<file path="src/hw/rtl/bfsp_pkg.sv">
// Shared types and constants for the shortest-path search block.
package bfsp_pkg;

    localparam int DIST_W      = 32;
    localparam int VTX_FIELD_W = 6;
    localparam int IDX_FIELD_W = 10;
    localparam int WT_FIELD_W  = 16;
    localparam int NV_W        = 7;
    localparam int NE_W        = 11;
    localparam int CFG_ADDR_W  = 2;
    localparam int CFG_DATA_W  = 11;
    localparam int IN_DATA_W   = 40;
    localparam int OUT_DATA_W  = 40;

    localparam logic ACT_STORE = 1'b0;
    localparam logic ACT_RUN   = 1'b1;

    typedef enum logic [CFG_ADDR_W-1:0] {
        CFG_NUM_VERTICES = 2'd0,
        CFG_NUM_EDGES    = 2'd1,
        CFG_SOURCE       = 2'd2,
        CFG_DIRECTED     = 2'd3
    } cfg_idx_t;

    typedef struct packed {
        logic                     improve;
        logic signed [DIST_W-1:0] sum;
    } relax_res_t;

endpackage

</file>
<file path="src/hw/rtl/bfsp_relax_unit.sv">
// Saturating add and compare for one edge relaxation.
module bfsp_relax_unit
(
    input  logic                               from_reached,
    input  logic                               to_reached,
    input  logic signed [bfsp_pkg::DIST_W-1:0] from_dist,
    input  logic signed [bfsp_pkg::DIST_W-1:0] to_dist,
    input  logic signed [bfsp_pkg::DIST_W-1:0] weight,
    output bfsp_pkg::relax_res_t               res
);

    logic signed [bfsp_pkg::DIST_W:0]   wide_sum;
    logic signed [bfsp_pkg::DIST_W-1:0] sat_sum;

    assign wide_sum = {from_dist[bfsp_pkg::DIST_W-1], from_dist}
                    + {weight[bfsp_pkg::DIST_W-1], weight};

    // Clamp on overflow: the top two bits disagree.
    always_comb
    begin
        unique case (wide_sum[bfsp_pkg::DIST_W:bfsp_pkg::DIST_W-1])
            2'b01:   sat_sum = {1'b0, {(bfsp_pkg::DIST_W-1){1'b1}}};
            2'b10:   sat_sum = {1'b1, {(bfsp_pkg::DIST_W-1){1'b0}}};
            default: sat_sum = wide_sum[bfsp_pkg::DIST_W-1:0];
        endcase
    end

    assign res.sum     = sat_sum;
    assign res.improve = from_reached && (!to_reached || (sat_sum < to_dist));

endmodule

</file>
<file path="config.mk">
export PLATFORM = sky130hd
export DESIGN_NAME = bfsp_relax_unit
export DESIGN_NICKNAME = d
export VERILOG_FILES = /design/src/hw/rtl/bfsp_pkg.sv /design/src/hw/rtl/bfsp_relax_unit.sv
export SDC_FILE = /design/constraint.sdc
export NUM_CORES = 1
export LEC_CHECK = 0
export BUFFER_PORTS_ARGS = -buffer_cell sky130_fd_sc_hd__buf_2
export CAP_MARGIN = 0
export CORE_ASPECT_RATIO = 0.7
export CORE_MARGIN = 1
export CORE_UTILIZATION = 54
export DETAILED_ROUTE_END_ITERATION = 8
export PLACE_DENSITY = 0.95
export SLEW_MARGIN = 25
export SYNTH_ARGS = -nofsm -noshare
export SYNTH_HDL_FRONTEND = slang
export SYNTH_SLANG_ARGS = --single-unit
</file>
<file path="constraint.sdc">
create_clock -name vclk -period 6.7
set_input_delay 0.335 -clock vclk [all_inputs]
set_output_delay 0.335 -clock vclk [all_outputs]
set_load 0.005 [all_outputs]
</file>
Word level (Yosys, flattened, before mapping)
Cells that the tools add are included.
{"block": "totals", "reg_bits": 0, "latch_bits": 0, "mem_bits_rw": 0, "mem_bits_ro": 0, "out_inout_bits": 33, "n_memories": 0}
{"block": "op_classes", "addsub": 1, "n_mul": 0, "div": 0, "n_lt_le_gt_ge": 1, "n_eq_ne": 2, "n_shift": 0, "mux": 1, "n_bitwise": 0, "n_reduce_logical": 3}
{"cell": "$pmux W32 S2", "n": 1}
{"cell": "$add A32 B32 Y33", "n": 1}
{"cell": "$lt A32 B32 Y1", "n": 1}
{"cell": "$eq A2 B1 Y1 const B", "n": 1}
{"cell": "$eq A2 B2 Y1 const B", "n": 1}
{"cell": "$logic_and A1 B1 Y1", "n": 1}
{"cell": "$logic_not A1 Y1", "n": 1}
{"cell": "$logic_or A1 B1 Y1", "n": 1}

Longest topological paths before layout
Gate-level depths: netlist of run 1.
{"block": "logic_depth", "ltp_word": 6, "mapped_depth": 24}

Least setup slack after synthesis of run 1
No wires, ideal clock.
{"block": "synth_path", "kind": "input to output", "from": "in from_dist[0] in the netlist's numbering", "to": "out res[32] in the netlist's numbering", "t_arrival_ps": 4506, "required_time_ps": 6365, "setup_slack_ps": 1859, "path_stages": 24, "n_path_buf": 2, "cell_sequence": "ha_1 -> fa_1 -> a211oi_1 -> o211ai_1 -> o211ai_1 -> a211oi_2 -> o21ai_2 -> o31ai_4 -> inv_1 -> mux2i_1 -> ha_1 -> clkbuf_1 -> a311oi_2 -> buf_2 -> a21oi_1 -> ha_1 -> a21o_1 -> a21o_1 -> a211oi_1 -> o21ai_0 -> o2111ai_1 -> o211ai_1 -> nand3_1 -> o2111a_1"}
{"element": "from (decl)", "line": "bfsp_relax_unit.sv:6", "rtl": "input logic signed [bfsp_pkg::DIST_W-1:0] from_dist,"}
{"element": "to (decl)", "line": "bfsp_relax_unit.sv:9", "rtl": "output bfsp_pkg::relax_res_t res"}

==> results of run 1 <==
==> worst min-delay path, stage by stage <==
cell                       delay (ns)
sky130_fd_sc_hd__buf_2           0.11
sky130_fd_sc_hd__o2111a_1        0.11
sky130_fd_sc_hd__buf_2           0.12
==> cell families after synthesis <==
family / Yosys count
AO/OA/AOI/OAI: 165
AND/OR/NAND/NOR: 84
adder cells (fa/ha/maj): 65
buffers and inverters: 58
XOR/XNOR: 30
multiplexers: 2
==> final timing paths <==
path	from	endpoint	slack, ns	cells after the start
max	from_dist[0]	res[32]	1.06	25
min	from_reached	res[32]	1.02	3
==> cells in the mapped netlist, drive strengths merged (4+ instances only) <==
master,n
a21o,16
o2111ai,5
a211oi,12
xnor2,21
nand4,13
o211ai,10
o21bai,6
o21ai,31
nor2b,5
ha,64
clkbuf,7
a31oi,4
nand2,19
nor3,5
nor2,22
o21a,4
xor2,9
inv,44
buf,7
nand3,7
a21oi,67
==> cell usage in the layout (no fill, tap or decap), types with 3 or more instances in the layout <==
| master | synthesis | final |
|---|---|---|
| sky130_fd_sc_hd__a21o_1 | 16 | 16 |
| sky130_fd_sc_hd__xor2_1 | 9 | 9 |
| sky130_fd_sc_hd__a211oi_1 | 9 | 9 |
| sky130_fd_sc_hd__ha_1 | 64 | 64 |
| sky130_fd_sc_hd__nor2b_1 | 5 | 5 |
| sky130_fd_sc_hd__nand2b_1 | 3 | 3 |
| sky130_fd_sc_hd__nor3_1 | 5 | 5 |
| sky130_fd_sc_hd__nand4_1 | 13 | 13 |
| sky130_fd_sc_hd__nand3_1 | 7 | 7 |
| sky130_fd_sc_hd__o21ai_1 | 3 | 3 |
| sky130_fd_sc_hd__o21bai_1 | 6 | 6 |
| sky130_fd_sc_hd__nor2_1 | 22 | 22 |
| sky130_fd_sc_hd__xnor2_1 | 21 | 21 |
| sky130_fd_sc_hd__nand2_1 | 19 | 19 |
| sky130_fd_sc_hd__buf_2 | 5 | 131 |
| sky130_fd_sc_hd__a31oi_1 | 3 | 3 |
| sky130_fd_sc_hd__o21ai_0 | 26 | 26 |
| sky130_fd_sc_hd__a21oi_1 | 64 | 64 |
| sky130_fd_sc_hd__a21oi_2 | 3 | 3 |
| sky130_fd_sc_hd__o2111ai_1 | 5 | 5 |
| sky130_fd_sc_hd__inv_1 | 44 | 44 |
| sky130_fd_sc_hd__o211ai_1 | 10 | 10 |
| sky130_fd_sc_hd__o21a_1 | 4 | 4 |
==> final cells by class <==
type | instances | share of cell area, %
Multi-Input combinational cell | 346 | 73.8
Timing Repair Buffer | 133 | 19.0
Inverter | 44 | 4.68
Tap cell | 69 | 2.45
==> per-layer routing <==
layer / GRT usage, % / vias to the layer above
li1: - / 1744
met4: 5.24 / 0
met5: 0 / -
met3: 1.85 / 12
met1: 45.3 / 1610
met2: 49.2 / 183
==> power by group <==
group	leakage, nW	total [mW]	switching, mW	internal, mW
combinational	1.87	0.653	0.374	0.278
sequential	0	0	0	0
clock	0	0	0	0
==> flow_summary_export.csv, run 1 <==
group,metric,value,unit
run_status,outcome,"finished clean",
critical_path,timing.critical_path.fanout_max,20,
min_path,worst_hold_path_type,"input pin to output pin",
finish,regArea,0,sq um
yosys,synth_xor_area_share,9.29,%
routing,drtIter0Drc,285,
routing,vias,3549,
finish,nets,688,
sta,worst_pin_slew,0.714,ns
power,irDropWorstVdd,74.6,uV
power,total_power,0.653,mW
die,dieWidth,88.5,um
placed_design,routabilityCongestion,0.984,
critical_path,path_buf_inv,4,
global_routing,initial_antenna_violation_count,0,
yosys,main_combinational_cell_family_by_area_after_synthesis,"compound AO/OA/AOI/OAI gates",
cts,cts_hold_repair.buffers,0,
sta,finalSetupViolations,0,
routing,vias_per_cell,5.99,
finish,final_cell_count_no_fill,592,
yosys,synth_simple_gate_area_share,14.7,%
global_routing,grt-ovfl-total,0,
sta,hold_slack,1.02,ns
sta,drv_slew,0,
yosys,syn-mean-instance-area,7.00,sq um
yosys,syn_nets,567,
placed_design,preCtsSetupSlack,1.14,ns
power,cellPowerDensity,185,nW/um^2
run,drv_cap,0,
yosys,yosys.area.top_type_share,28.3,%
finish,antennaDiodeCount,0,
finish,clockBufferCount,0,
critical_path,crit_slowest_cell,"sky130_fd_sc_hd__a311oi_4",
routing,avgRoutedWirePerCell,15.1,um
routing,detailedRoute.firstPassIterationCount,6,
sta,hold_viol_final,0,
critical_path,timing.setup.critical_path_class,"input pin to output pin",
finish,design_area,3530,sq um
sta,finalWorstSetupSlack,1.06,ns
critical_path,crit_path_largest_cell_delay,0.45,ns
routing,length_of_routed_met2_wiring,3980,um
global_routing,number_of_global_route_vias_before_repair,3027,
placed_design,dpl.hpwl,7830,um
finish,flow.area_growth_from_synthesis,24.6,%
die,coreArea,4910,sq um
die,initial_core_utilization,57.6,%
sta,max_clock_freq,0.177,GHz
routing,routed_wl,8960,um
global_routing,first_pass_grt_wire_length,13900,um
yosys,netlist_instances,404,
cts,post_cts_resize_count,0,
sta,setup_repair_after_global_routing_missed_its_margin,"no",
yosys,synth_sequential_area_ratio,0,%
yosys,post_synth_mux_area_share,0.752,%
yosys,synth_fa_ha_area_share,29.0,%
routing,remaining_drc_errors,0,
finish,multiInputGateArea,2600,sq um
critical_path,critical_path.top_delay_family,"compound AO/OA/AOI/OAI gates",
yosys,synth_area_in_compound_gates,37.9,%
global_routing,grt.total_usage,30.8,%
routing,top_layer,"met4",
finish,final_layout_size_suffix_gt1_share,27.7,%
yosys,synth.distinct_cells,49,
finish,layout.sequential_cells,0,
finish,layout.core_utilization,71.8,%
cts,cts_setup_buffers,0,
die,number_of_cell_rows,21,
critical_path,critical_path.endpoint_type,"output pin",
sta,max_transition_margin,51.9,%
placed_design,io_buffer_count,131,
die,die_h,62.6,um
sta,finalCriticalPeriod,5.64,ns
die,fp.dieArea,5540,sq um
critical_path,start_kind,"input pin",
placed_design,dpl.cell_count,592,
power,p_leak,1.87,nW
yosys,yosys-top-cells-area,"sky130_fd_sc_hd__ha_1, sky130_fd_sc_hd__a21oi_1, sky130_fd_sc_hd__xnor2_1, sky130_fd_sc_hd__inv_1, sky130_fd_sc_hd__o21ai_0",
placed_design,dpl-instance-area,3530,sq um
routing,met3RoutedLength,761,um
sta,timing.setup.tns,0,ns
finish,fillers,446,
routing,post_drt_antenna_nets,0,
routing,sum_of_routed_wire_segments_on_met1,4110,um
global_routing,grt_start_max_net_pins,36,
yosys,synth_largest_area_cell,"sky130_fd_sc_hd__ha_1",
critical_path,critPathArrivalTime,5.31,ns
critical_path,worstPathRequired,6.36,ns
yosys,syn-cell-area,2830,sq um
die,ports,131,
sta,min_period_over_period,84.2,%
yosys,synth_warn,0,
(Power assumes the default switching activity.)
==> run 2, diff against run 1 <==
- CORE_UTILIZATION: 54 -> 45
- PLACE_DENSITY: 0.95 -> 0.85
- clock period: 6.7 -> 4.7 ns (I/O delays scaled with it)
==> flow_summary_export.csv, run 2 (synthesis gave the netlist of run 1 again) <==
group,metric,value,unit
finish,final_common_cell,"sky130_fd_sc_hd__buf_2",
min_path,worstHoldEndpoint,"res[32]",
die,initial_core_utilization,48.0,%
sta,setup_repair_after_global_routing_missed_its_margin,"yes",
placed_design,routabilityCongestion,1.02,
die,ports,131,
critical_path,crit_top_cell,"sky130_fd_sc_hd__ha_1",
sta,finalWorstSetupSlack,-0.848,ns
min_path,min_from,"from_reached",
critical_path,crit_path_cell_trace,"buf_2, ha_1, nand4_1, nor2_2, o211ai_1, a211oi_2, o21ai_2, o31ai_4, inv_1, mux2i_1, ha_1, a311oi_4, buf_6, a21oi_1, ha_1, a21o_1, a21o_1, a21oi_2, o21ai_2, a21oi_2, o211ai_1, nand3_1, o2111a_1, buf_2",
min_path,whs_path_depth,3,
routing,avgRoutedWirePerCell,21.4,um
sta,finalCriticalPeriod,5.55,ns
finish,regArea,0,sq um
die,number_of_cell_rows,23,
finish,flow.area_growth_from_synthesis,63.4,%
finish,layout.sequential_cells,0,
sta,worst_pin_slew,0.729,ns
finish,nets,774,
routing,detailedRoute.firstPassIterationCount,9,
global_routing,initial_antenna_violation_count,0,
sta,hold_slack,0.825,ns
die,coreArea,5900,sq um
placed_design,io_buffer_count,131,
finish,final_cell_count_no_fill,684,
sta,drv_slew,0,
run_status,failing_checks,"setup timing",
run_status,outcome,"complete, but fails checks",
critical_path,crit_slowest_cell,"sky130_fd_sc_hd__ha_1",
run,drv_cap,0,
routing,remaining_drc_errors,0,
sta,max_transition_margin,51.0,%
finish,antennaDiodeCount,0,
placed_design,dpl.hpwl,8670,um
routing,drtIter0Drc,699,
sta,hold_viol_final,0,
min_path,worst_hold_path_type,"input pin to output pin",
global_routing,use_met1,43.2,%
global_routing,number_of_global_route_vias_before_repair,4075,
routing,routed_wl,14600,um
power,total_power,1.51,mW
global_routing,grt.total_usage,37.3,%
critical_path,crit_path_largest_cell_delay,0.45,ns
sta,max_clock_freq,0.180,GHz
finish,mostFrequentLayoutCells,"sky130_fd_sc_hd__buf_2, sky130_fd_sc_hd__buf_4, sky130_fd_sc_hd__a21oi_1",
critical_path,critPathArrivalTime,5.31,ns
global_routing,first_pass_grt_wire_length,19700,um
die,fp.dieArea,6610,sq um
routing,vias,4507,
critical_path,worstPathRequired,4.47,ns
critical_path,critical_path.endpoint_type,"output pin",
die,die_h,68.3,um
power,cellPowerDensity,328,nW/um^2
critical_path,start_kind,"input pin",
sta,min_period_over_period,118,%
cts,cts_hold_repair.buffers,0,
global_routing,grtUsageMet2,63.1,%
critical_path,timing.setup.critical_path_class,"input pin to output pin",
routing,vias_per_cell,6.59,
global_routing,grt-ovfl-total,0,
critical_path,timing.critical_path.fanout_max,8,
die,dieWidth,96.8,um
placed_design,dpl.cell_count,654,
finish,final_layout_size_suffix_gt1_share,44.3,%
routing,post_drt_antenna_nets,0,
power,p_leak,2.34,nW
global_routing,met3_routing_resource_usage_after_global_routing,9.70,%
power,irDropWorstVdd,131,uV
global_routing,globalRoute.busiestLayer,"met2",
finish,clockBufferCount,0,
global_routing,grt_start_max_net_pins,15,
sta,finalSetupViolations,1,
run 2: changes by cell type in the layout (fill, tap and decap cells not counted), moves of 5 or more:
cell | previous run | this run
sky130_fd_sc_hd__buf_2 | 131 | 123
sky130_fd_sc_hd__a21oi_1 | 64 | 53
sky130_fd_sc_hd__o21ai_0 | 26 | 21
sky130_fd_sc_hd__ha_1 | 64 | 48
sky130_fd_sc_hd__a21oi_4 | 0 | 7
sky130_fd_sc_hd__buf_6 | 0 | 14
sky130_fd_sc_hd__buf_4 | 2 | 81
sky130_fd_sc_hd__ha_4 | 0 | 16
run 2: per-stage QoR:
step	instance area, sq um	utilization, %	setup slack, ns	setup TNS [ns]
finish	4620	78.3	-0.848	-0.848
detailed placement	3950	67.0	-0.260	-0.260
CTS	4380	74.3	-0.0376	-0.0376
floorplan	2830	-	0.0592	0
global route	4620	78.3	-0.936	-0.936
global placement	3950	67.0	-0.0944	-0.0944
run 2: where the power goes:
group | total (mW) | internal [mW] | switching, mW
Sequential | 0 | 0 | 0
Combinational | 1.51 | 0.706 | 0.809
Clock | 0 | 0 | 0
Total | 1.51 | 0.706 | 0.809
run 2: how the worst max path moves through the flow:
stage | from | to | cells past startpoint
global route | from_dist[8] | res[32] | 23
floorplan | from_dist[0] | res[32] | 24
CTS | weight[0] | res[32] | 24
detailed placement | from_dist[0] | res[32] | 24
global placement | from_dist[0] | res[32] | 25
finish | from_dist[8] | res[32] | 24
run 2: layout make-up:
cell class                      instances  area [sq um]
Tap cell                               75          93.8
Timing Repair Buffer                  219          1400
Inverter                               44           165
Fill cell                             354          1280
Multi-Input combinational cell        346          2970
run 2: what timing repair did:
action	in CTS	in global routing
pin swaps	31	28
buffers inserted	22	9
resized for setup	42	29
hold endpoints to repair	0	0
setup endpoints to repair	1	1
run 2: critical path: cells and delay by family:
kind                     cells  cell delay [ns]
buffers and inverters        4             0.55
AO/OA/AOI/OAI               13             2.61
multiplexers                 1             0.27
AND/OR/NAND/NOR              3             0.48
adder cells (fa/ha/maj)      3             1.16
run 2: layer usage:
| layer | wire (um) | share of wire [%] |
|---|---|---|
| met4 | 1390 | 9.5 |
| met3 | 1900 | 13 |
| met1 | 5260 | 36 |
| met5 | 0 | 0 |
| met2 | 6050 | 41 |
